--- config.mk ---
export PLATFORM = sky130hd
export DESIGN_NAME = two_button_debounce_long_press_top
export DESIGN_NICKNAME = d
export VERILOG_FILES = /design/src/hdl/tbd_pkg.sv /design/src/hdl/tbd_button.sv /design/src/hdl/two_button_debounce_long_press_top.sv
export SDC_FILE = /design/constraint.sdc
export NUM_CORES = 1
export LEC_CHECK = 0
export ABC_AREA = 1
export BUFFER_PORTS_ARGS = -buffer_cell sky130_fd_sc_hd__buf_2
export CORE_MARGIN = 4
export CORE_UTILIZATION = 45
export DETAILED_ROUTE_END_ITERATION = 12
export SLEW_MARGIN = 20
export SYNTH_ARGS = -nofsm -noshare
export SYNTH_HDL_FRONTEND = slang
export SYNTH_SLANG_ARGS = --single-unit
export TNS_END_PERCENT = 100
--- constraint.sdc ---
create_clock -name clock -period 7.05 [get_ports clock]
set_input_delay 0.705 -clock clock [delete_from_list [all_inputs] [get_ports clock]]
set_output_delay 0.705 -clock clock [all_outputs]
set_load 0.02 [all_outputs]
--- src/hdl/tbd_pkg.sv ---
// Shared types, event codes and timing helpers for the two-button debounce block.
// No dependencies; imported by tbd_button and the top level.
package tbd_pkg;

   localparam int TimeWidth = 16;
   localparam int CfgWidth  = 15;
   localparam int CsrIndexWidth = 2;

   localparam logic [CfgWidth-1:0] DebounceReset    = 15'd10;
   localparam logic [CfgWidth-1:0] LongPressReset   = 15'd2000;
   localparam logic [CfgWidth-1:0] IdleTimeoutReset = 15'd25000;

   typedef enum logic [CsrIndexWidth-1:0] {
      CSR_DEBOUNCE     = 2'd0,
      CSR_LONG_PRESS   = 2'd1,
      CSR_IDLE_TIMEOUT = 2'd2
   } csr_index_type;

   typedef enum logic [3:0] {
      EV_NONE    = 4'd0,
      EV_TIMEOUT = 4'd1,
      EV_BOTH    = 4'd2,
      EV_A_UP    = 4'd3,
      EV_B_UP    = 4'd4,
      EV_A_DOWN  = 4'd5,
      EV_B_DOWN  = 4'd6,
      EV_A_LONG  = 4'd7,
      EV_B_LONG  = 4'd8
   } event_code_type;

   // per-button event kind, mapped to A or B codes at the top level
   typedef enum logic [2:0] {
      BEV_NONE,
      BEV_UP,
      BEV_DOWN,
      BEV_BOTH,
      BEV_LONG
   } button_event_type;

   typedef struct packed {
      logic                 raw_level;
      logic                 settling;
      logic                 held;
      logic                 long_reported;
      logic [TimeWidth-1:0] change_time;
   } button_state_type;

   // magnitude of the signed wrapped difference, 0..32768
   function automatic logic [TimeWidth-1:0] elapsed(input logic [TimeWidth-1:0] now,
                                                    input logic [TimeWidth-1:0] then);
      logic [TimeWidth-1:0] d;
      d = now - then;
      return d[TimeWidth-1] ? (~d + 1'b1) : d;
   endfunction

endpackage

--- src/hdl/tbd_button.sv ---
// Debounce and long-press logic for one button, purely combinational.
// Depends on tbd_pkg for the state struct, event kinds and elapsed().
module tbd_button (
   input  logic                             level,
   input  logic [tbd_pkg::TimeWidth-1:0]    ms_now,
   input  tbd_pkg::button_state_type        state_cur,
   input  logic                             other_held,
   input  logic                             last_was_both,
   input  logic [tbd_pkg::CfgWidth-1:0]     debounce_ms,
   input  logic [tbd_pkg::CfgWidth-1:0]     long_press_ms,
   output tbd_pkg::button_state_type        state_nxt,
   output tbd_pkg::button_event_type        event_kind
);
   import tbd_pkg::*;

   logic [TimeWidth-1:0] since_change;

   assign since_change = elapsed(ms_now, state_cur.change_time);

   always_comb begin
      state_nxt  = state_cur;
      event_kind = BEV_NONE;
      if (level != state_cur.raw_level) begin
         state_nxt.settling    = 1'b1;
         state_nxt.change_time = ms_now;
         state_nxt.raw_level   = level;
      end else if (state_cur.settling && since_change > {1'b0, debounce_ms}) begin
         state_nxt.settling = 1'b0;
         if (state_cur.raw_level != state_cur.held) begin
            state_nxt.held = state_cur.raw_level;
            if (!state_cur.raw_level) begin
               // release is silent after a long press or a both-pressed event
               if (!state_cur.long_reported && !last_was_both) begin
                  event_kind = BEV_UP;
               end
               state_nxt.long_reported = 1'b0;
            end else if (other_held) begin
               event_kind = BEV_BOTH;
            end else begin
               event_kind = BEV_DOWN;
            end
         end
      end else if (state_cur.held) begin
         if (since_change >= {1'b0, long_press_ms} && !state_cur.long_reported) begin
            state_nxt.long_reported = 1'b1;
            event_kind = BEV_LONG;
         end
      end
   end

endmodule

--- src/hdl/two_button_debounce_long_press_top.sv ---
// Each accepted sample's event is registered and appears on rsp_tdata in the next cycle.
// Throughput: one sample per clock while rsp_tready keeps the output free; all state updates in the same cycle.
// The output register parts the sides: req_tready stays high while rsp is taken.
// Synchronous active-high reset clears button state, last event, activity time,
// and loads the register defaults (debounce 10, long press 2000, timeout 25000).
module two_button_debounce_long_press_top (
   input  logic                                 clock,
   input  logic                                 reset,
   input  logic                                 req_tvalid,
   output logic                                 req_tready,
   input  logic [23:0]                          req_tdata,  // ms_now[15:0], button_a_down[16], button_b_down[17], zero pad
   output logic                                 rsp_tvalid,
   input  logic                                 rsp_tready,
   output logic [7:0]                           rsp_tdata,  // event_res[3:0], zero pad
   input  logic                                 csr_valid,
   output logic                                 csr_ready,
   input  logic [tbd_pkg::CsrIndexWidth-1:0]    csr_index,
   input  logic [tbd_pkg::CfgWidth-1:0]         csr_data
);
   import tbd_pkg::*;

   logic [CfgWidth-1:0]  debounce_ff, long_press_ff, idle_timeout_ff;
   button_state_type     btn_a_ff, btn_b_ff;
   button_state_type     btn_a_in, btn_b_in;
   event_code_type       last_event_ff, last_event_in;
   logic [TimeWidth-1:0] last_activity_ff, last_activity_in;
   logic                 rsp_valid_ff;
   event_code_type       rsp_event_ff, event_in;

   logic [TimeWidth-1:0] ms_now;
   logic                 level_a, level_b;
   button_event_type     kind_a, kind_b;
   logic                 accept;

   assign ms_now  = req_tdata[15:0];
   assign level_a = req_tdata[16];
   assign level_b = req_tdata[17];

   assign req_tready = !rsp_valid_ff || rsp_tready;
   assign accept     = req_tvalid && req_tready;
   assign csr_ready  = 1'b1;
   assign rsp_tvalid = rsp_valid_ff;
   assign rsp_tdata  = {4'b0000, rsp_event_ff};

   tbd_button u_button_a (
      .level         (level_a),
      .ms_now        (ms_now),
      .state_cur     (btn_a_ff),
      .other_held    (btn_b_ff.held),
      .last_was_both (last_event_ff == EV_BOTH),
      .debounce_ms   (debounce_ff),
      .long_press_ms (long_press_ff),
      .state_nxt     (btn_a_in),
      .event_kind    (kind_a)
   );

   // B sees A's held level as updated in this same sample
   tbd_button u_button_b (
      .level         (level_b),
      .ms_now        (ms_now),
      .state_cur     (btn_b_ff),
      .other_held    (btn_a_in.held),
      .last_was_both (last_event_ff == EV_BOTH),
      .debounce_ms   (debounce_ff),
      .long_press_ms (long_press_ff),
      .state_nxt     (btn_b_in),
      .event_kind    (kind_b)
   );

   always_comb begin
      event_in = EV_NONE;
      case (kind_a)
         BEV_UP:   event_in = EV_A_UP;
         BEV_DOWN: event_in = EV_A_DOWN;
         BEV_BOTH: event_in = EV_BOTH;
         BEV_LONG: event_in = EV_A_LONG;
         default:  event_in = EV_NONE;
      endcase
      // B overrides A
      case (kind_b)
         BEV_UP:   event_in = EV_B_UP;
         BEV_DOWN: event_in = EV_B_DOWN;
         BEV_BOTH: event_in = EV_BOTH;
         BEV_LONG: event_in = EV_B_LONG;
         default:  ;
      endcase

      last_event_in    = last_event_ff;
      last_activity_in = last_activity_ff;
      if (event_in != EV_NONE) begin
         last_activity_in = ms_now;
         last_event_in    = event_in;
      end else if (elapsed(ms_now, last_activity_ff) >= {1'b0, idle_timeout_ff} &&
                   last_event_ff != EV_TIMEOUT) begin
         last_event_in = EV_TIMEOUT;
         event_in      = EV_TIMEOUT;
      end
   end

   always_ff @(posedge clock) begin
      if (reset) begin
         debounce_ff     <= DebounceReset;
         long_press_ff   <= LongPressReset;
         idle_timeout_ff <= IdleTimeoutReset;
      end else if (csr_valid) begin
         unique case (csr_index)
            CSR_DEBOUNCE:     debounce_ff     <= csr_data;
            CSR_LONG_PRESS:   long_press_ff   <= csr_data;
            CSR_IDLE_TIMEOUT: idle_timeout_ff <= csr_data;
            default:          ;
         endcase
      end
   end

   always_ff @(posedge clock) begin
      if (reset) begin
         btn_a_ff         <= '0;
         btn_b_ff         <= '0;
         last_event_ff    <= EV_NONE;
         last_activity_ff <= '0;
         rsp_valid_ff     <= 1'b0;
      end else begin
         if (accept) begin
            btn_a_ff         <= btn_a_in;
            btn_b_ff         <= btn_b_in;
            last_event_ff    <= last_event_in;
            last_activity_ff <= last_activity_in;
            rsp_valid_ff     <= 1'b1;
         end else if (rsp_tready) begin
            rsp_valid_ff <= 1'b0;
         end
      end
   end

   always_ff @(posedge clock) begin
      if (accept) begin
         rsp_event_ff <= event_in;
      end
   end

endmodule

==> Word level (Yosys, flattened, before mapping) <==
Cells that the tools add are included.
{ "totals": {"ram_bits": 0, "romBits": 0, "output_inout_bits": 11, "latch_bits": 0, "input_bits": 46, "n_memories": 0, "regBits": 110, "elab_cells": 130} }
{ "op_classes": {"magnitude_cmp": 5, "n_reduce_logical": 35, "eq_ne": 20, "bitwise": 5, "mux": 42, "add_sub_neg": 6, "n_mul": 0, "shift": 0, "div": 0} }
{ "ops": {"columns": ["cell", "count"], "rows": [
  ["$add 16x1->16 const B", 3],
  ["$ge 16x15->1", 3],
  ["$mux 16", 3],
  ["$not 16->16", 3],
  ["$sub 16x16->16", 3],
  ["$mux 3", 12],
  ["$gt 16x15->1", 2],
  ["$reduce_and 2->1", 9],
  ["$mux 1", 16],
  ["$mux 4", 4],
  ["$pmux 4 s4", 1],
  ["$reduce_bool 2->1", 8],
  ["$eq 3x2->1 const B", 4],
  ["$pmux 3 s4", 1],
  ["$reduce_and 6->1", 2],
  ["$mux 2", 5],
  ["$logic_and 1x1->1", 8],
  ["$ne 2x2->1 const B", 4],
  ["$eq 3x1->1 const B", 2],
  ["$eq 3x3->1 const B", 2],
  ["$eq 4x2->1 const B", 1],
  ["$logic_not 1->1", 4],
  ["$ne 1x1->1", 4],
  ["$ne 4x1->1 const B", 1],
  ["other kinds (7)", 8]
]} }

==> Longest topological paths before layout <==
{ "depth": {"depth_word": 20, "ltp_mapped": 45, "depth_no_buf": 43} }

==> Modules after synthesis <==
A second synthesis with hierarchy kept.
{ "unflattened": {"cells_unflattened": 1774, "hier_area_um2": 10892.9} }
{ "by_module_without_submodules": {"columns": ["mod", "seq_area_each_um2", "area_per_inst_um2", "n_inst", "cells_each"], "rows": [
  ["two_button_debounce_long_press_top", 2242.2, 5756.8, 1, 836],
  ["tbd_button (u_button_a)", 0.0, 2606.2, 1, 473],
  ["tbd_button (u_button_b)", 0.0, 2529.9, 1, 465]
]} }

==> Least setup slack after synthesis <==
No wires, ideal clock.
{ "synth_timing": {"path_kind": "input to register", "startpoint": "input req_tdata[0]", "endpoint": "register last_activity_ff[15]", "arrival_ps": 4780, "required_ps": 6937, "setup_time_ps": 113, "path_slack_ps": 2157, "path_stages": 36, "path_buffers": 1, "cell_sequence": "inv_1 -> ha_1 -> inv_1 -> fa_1 -> inv_1 -> ha_1 -> inv_1 -> nor3_1 -> nand4_1 -> nor3_1 -> a31oi_1 -> xnor2_1 -> ha_1 -> nand2_1 -> nor2_1 -> nor3b_1 -> nand2_1 -> nand3_1 -> nand2_1 -> nand2_1 -> nand2_1 -> nand2_1 -> nand2_1 -> nand2_2 -> nand4_2 -> nand3_2 -> nand2_2 -> nor2_4 -> nand2_1 -> nand2_1 -> nand3_2 -> nor2_4 -> nor2_8 -> buf_12 -> nor2_2 -> nor2_1"} }
{ "synth_between": {"elab_chain_cells": 17, "word_cells_on_any_way": 41, "classes_between": "add/sub: 4; order compare: 4; eq/ne: 8; mux: 17; bitwise: 2; reduce/logical: 6"} }
{ "synth_lines": {"columns": ["element", "line_no", "text"], "rows": [
  ["start: declaration", "two_button_debounce_long_press_top.sv:11", "input logic [23:0] req_tdata,"],
  ["$sub 16x16->16", "tbd_pkg.sv:52", "d = now - then;"],
  ["$not 16->16", "tbd_pkg.sv:53", "return d[TimeWidth-1] ? (~d + 1'b1) : d;"],
  ["$add 16x1->16", "tbd_pkg.sv:53", null],
  ["$mux 16", "tbd_pkg.sv:53", null],
  ["$gt 16x15->1", "tbd_button.sv:27", "end else if (state_cur.settling && since_change > {1'b0, debounce_ms}) begin"],
  ["$logic_and 1x1->1", "tbd_button.sv:27", null],
  ["$mux 2", "tbd_button.sv:27", null],
  ["$mux 2", "tbd_button.sv:23", "if (level != state_cur.raw_level) begin"],
  ["$mux 1", "tbd_button.sv:37", "end else if (other_held) begin"],
  ["$mux 3", "tbd_button.sv:31", "if (!state_cur.raw_level) begin"],
  ["$mux 3", "tbd_button.sv:29", "if (state_cur.raw_level != state_cur.held) begin"],
  ["$mux 3", "tbd_button.sv:27", null],
  ["$mux 3", "tbd_button.sv:23", null],
  ["$eq 3x3->1 (tied with other cells)", "two_button_debounce_long_press_top.sv:80", "case (kind_b)"],
  ["$pmux 4 s4 *", "two_button_debounce_long_press_top.sv:80", null],
  ["$reduce_bool 4->1 *", "two_button_debounce_long_press_top.sv:90", "if (event_in != EV_NONE) begin"],
  ["$reduce_and 2->1 (no source line) *", null, null],
  ["end signal: assignment", "two_button_debounce_long_press_top.sv:127", "last_activity_ff <= last_activity_in;"],
  ["end: declaration", "two_button_debounce_long_press_top.sv:26", "logic [TimeWidth-1:0] last_activity_ff, last_activity_in;"]
]} }
Mark *: on every way between the ends. The rest lies on a longest branch, timed or not. The select of a mux whose other input is x is not followed.
A chain may end at the register's enable or synchronous reset.

==> Worst setup path in the final report <==
{ "layout_timing": {"startpoint": "input req_tdata[4]", "endpoint": "register last_event_ff[0]"} }
{ "layout_between": {"elab_chain_cells": 18, "word_cells_on_any_way": 49, "classes_between": "add/sub: 6; order compare: 5; eq/ne: 8; mux: 19; bitwise: 3; reduce/logical: 8"} }
{ "layout_lines": {"columns": ["element", "line_no", "text"], "rows": [
  ["$sub 16x16->16", "tbd_pkg.sv:52", null],
  ["$not 16->16", "tbd_pkg.sv:53", null],
  ["$add 16x1->16", "tbd_pkg.sv:53", null],
  ["$mux 16", "tbd_pkg.sv:53", null],
  ["$gt 16x15->1", "tbd_button.sv:27", null],
  ["$logic_and 1x1->1", "tbd_button.sv:27", null],
  ["$mux 2", "tbd_button.sv:27", null],
  ["$mux 2", "tbd_button.sv:23", null],
  ["[... 2 more ...]", null, null],
  ["$mux 3", "tbd_button.sv:29", null],
  ["$mux 3", "tbd_button.sv:27", null],
  ["$mux 3", "tbd_button.sv:23", null],
  ["$eq 3x3->1 (tied with other cells)", "two_button_debounce_long_press_top.sv:80", null],
  ["$pmux 4 s4", "two_button_debounce_long_press_top.sv:80", null],
  ["$reduce_bool 4->1", "two_button_debounce_long_press_top.sv:90", null],
  ["$reduce_bool 2->1 (no source line)", null, null],
  ["$reduce_and 2->1 (no source line)", null, null],
  ["end signal: assignment", "two_button_debounce_long_press_top.sv:126", "last_event_ff <= last_event_in;"],
  ["end: declaration", "two_button_debounce_long_press_top.sv:25", "event_code_type last_event_ff, last_event_in;"]
]} }
Several ways; a longest one is shown, not always the timed one. The select of a mux whose other input is x is not followed.

==> flow_summary.ini <==
[run_status]
status = finished, final reports clean

[logic_synthesis]
synth-main-ff-cell = dfxtp_1
synthAdderAreaFrac_pct = 16.4
synthMuxAreaShare_pct = 0
synth_seq_cells = 110
syn_area_um2 = 9900
synth.distinct_cells = 55
syn_inst = 1469
yosys.area_share.simple_pct = 28.1
synth_compound_area_share_pct = 15.1
synth_top_area_cell = dfxtp_1
synth_area_leaders = dfxtp_1, ha_1, nand2_1
synth_warnings = 0
seq_area_frac_synth_pct = 22.7
synthArstFlopShare_pct = 0
synth_top_family_by_area = simple AND/OR/NAND/NOR gates
synth_top_area_share_pct = 21.4
avgSynthCellArea_um2 = 6.74
synth-xor-area-share_pct = 5.47
synth_edf_count = 4

[global_route]
overflow = 0
grt_pass1_vias = 8014
grt_max_degree = 98
grt_use_total_pct = 20.8
grt_pass1_wl_um = 41100
antenna_found_initial = 0

[sta]
rsz0062_at_grt = false
fin_crit_ns = 5.32
max_freq_ghz = 0.188
hold_viol = 0
post-route-period-util_pct = 75.4
worst_slack_ns = 1.73
drv_slew = 0
setup_tns_ns = 0
whs_ns = 0.459
setup_viol = 0
worst_slew_pin_slew_ns = 0.974
max_slew_margin_pct = 35.0
finClkSkew_ns = 0.0162

[route]
drt_iter0_drc = 466
wl_per_cell_um = 14.1
routed_wl_um = 25000
first_pass_iters = 5
ant_nets = 0
num_vias = 8826
vias_per_cell = 4.98
drc = 0

[critical_path]
crit_top_cell = nand2_1
slowest_stage = ha_1
crit_arrival_ns = 5.59
endpoint_kind = flip-flop
criticalPathCategory = input pin to flip-flop
critPathMaxFanout = 17
slowest_delay_ns = 0.40
worstPathRequired_ns = 7.32
start_kind = input pin

[cells_and_area]
syn2layout_area_growth_pct = 7.18
multi_input_area_um2 = 6460
drive_gt1_share_pct = 10.2
diodes = 0
fin_nets = 1668
fill_cells = 2224
finalInstanceArea_um2 = 10600
ff_latch_area_um2 = 2240

[clock_tree]
cts_tree = yes
cts_hold_buffers = 0
cts-root-buf = clkbuf_16
clk_latency_ns = 0.38
cts_max_level = 3
post-cts-setup-buffers = 0
cts.repair.resized = 0
cts.path.max_buffers = 2
clk_pin_slew_ns = 0.09
cts_sinks = 110
cts_buffers = 9

[floorplan]
ios = 57
dieArea_um2 = 24400
die_w_um = 156
rows = 53
die_h_um = 156
core_um2 = 21400
initial_core_util_pct = 46.3

[power_and_ir_drop]
report.power.total_w = 0.00283
power.leakage_nw = 5.33
peakVddDrop_v = 0.000141
power_density_nw_per_um2 = 267

[placed_design]
routabilityCongestion = 0.883
port_buffers = 45
preCtsSetupSlack_ns = 1.26
hpwl_um = 20100
placed_cell_area_um2 = 10300

[flow_run]
cap_violations = 0

[hold_path]
worst_hold_path_type = flip-flop to flip-flop
worst max-delay path: cells and delay by family:
kind,cells,cell delay [ns]
simple gates,24,2.49
buf+inv,3,0.50
compound gates,5,0.86
xor+xnor,1,0.27
fa+ha+maj,2,0.70
path summary, 6_finish.rpt:
path	startpoint	to	slack, ns	depth (start not counted)
setup reg to reg	btn_b_ff[4]$_SDFFE_PP0P_	last_event_ff[0]$_SDFFE_PP0P_	1.91	35
hold / removal	btn_b_ff[3]$_SDFFE_PP0P_	btn_b_ff[3]$_SDFFE_PP0P_	0.46	2
hold reg to reg	btn_b_ff[3]$_SDFFE_PP0P_	btn_b_ff[3]$_SDFFE_PP0P_	0.46	2
setup / recovery	req_tdata[4]	last_event_ff[0]$_SDFFE_PP0P_	1.73	35
cell families (layout without fill, tap and decap cells):
logic type | after synthesis | in the layout
AO/OA/AOI/OAI | 270 | 270
AND/OR/NAND/NOR | 596 | 596
flip-flops | 110 | 110
XOR/XNOR | 58 | 58
buffers and inverters | 305 | 332
other | 2 | 5
adder cells (fa/ha/maj) | 128 | 128
layout make-up:
class,count,share of cell area [%]
multi-input combinational,1057,60.9
sequential,110,21.1
inverter,269,9.53
tap,275,3.24
timing repair buffer,47,2.26
clock buffer,9,2.12
clock inverter,7,0.837
registers in the layout, summed over array words and instances (netlist names):
signal / cells
btn_a_ff: 20
btn_b_ff: 20
debounce_ff: 15
idle_timeout_ff: 15
last_activity_ff: 16
last_event_ff: 4
long_press_ff: 15
rsp_event_ff: 4
rsp_tvalid: 1
metal layers:
metal	global-route usage [%]	wire length (um)	vias to the layer above	part of all wire, %
met5	0	0	-	0
met2	33.7	11000	116	44
met4	4.17	346	0	1.4
met1	30.0	12900	3917	52
li1	-	-	4778	-
met3	2.27	771	15	3.1
where the power goes:
group / leakage [nW] / switching, W / internal, W
Sequential: 0.910 / 0.0000296 / 0.000690
Clock: 0.153 / 0.000296 / 0.000260
Combinational: 4.26 / 0.000978 / 0.000579
Total: 5.33 / 0.00130 / 0.00153
cells in the mapped netlist (all sizes together), types with 16 or more instances:
cell type  instances
nand3             80
nor2             134
xnor2             21
dfxtp            106
o21ai            100
xor2              37
clkbuf            21
nand2            331
ha               125
inv              266
nand4             16
a21oi            122
o211ai            19
nor3              20
stage by stage:
stage	std cells	util, %
final	1774	49.7
after detailed placement	1758	48.2
after floorplan	1472	-
after global placement	1758	48.2
after CTS	1774	49.7
after global routing	1774	49.7
cell usage in the layout, fill, tap and decap left out, types with 4 or more instances in the layout:
| cell type | synthesis | routed |
|---|---|---|
| a211oi_1 | 7 | 7 |
| a21o_1 | 5 | 5 |
| a21oi_1 | 117 | 117 |
| a21oi_2 | 5 | 5 |
| a31oi_1 | 5 | 5 |
| buf_2 | 3 | 45 |
| clkbuf_16 | 0 | 9 |
| conb_1 | 2 | 5 |
| dfxtp_1 | 106 | 106 |
| edfxtp_1 | 4 | 4 |
| ha_1 | 125 | 125 |
| inv_1 | 252 | 251 |
| inv_2 | 14 | 14 |
| nand2_1 | 308 | 308 |
| nand2_2 | 18 | 18 |
| nand2_4 | 5 | 5 |
| nand3_1 | 68 | 68 |
| nand3_2 | 9 | 9 |
| nand3b_1 | 4 | 4 |
| nand4_1 | 12 | 12 |
| nor2_1 | 110 | 110 |
| nor2_2 | 15 | 15 |
| nor2_4 | 7 | 7 |
| nor3_1 | 20 | 20 |
| o211ai_1 | 19 | 19 |
| o21ai_0 | 86 | 86 |
| o21ai_1 | 14 | 14 |
| xnor2_1 | 20 | 20 |
| xor2_1 | 35 | 35 |
(Power assumes the default switching activity.)
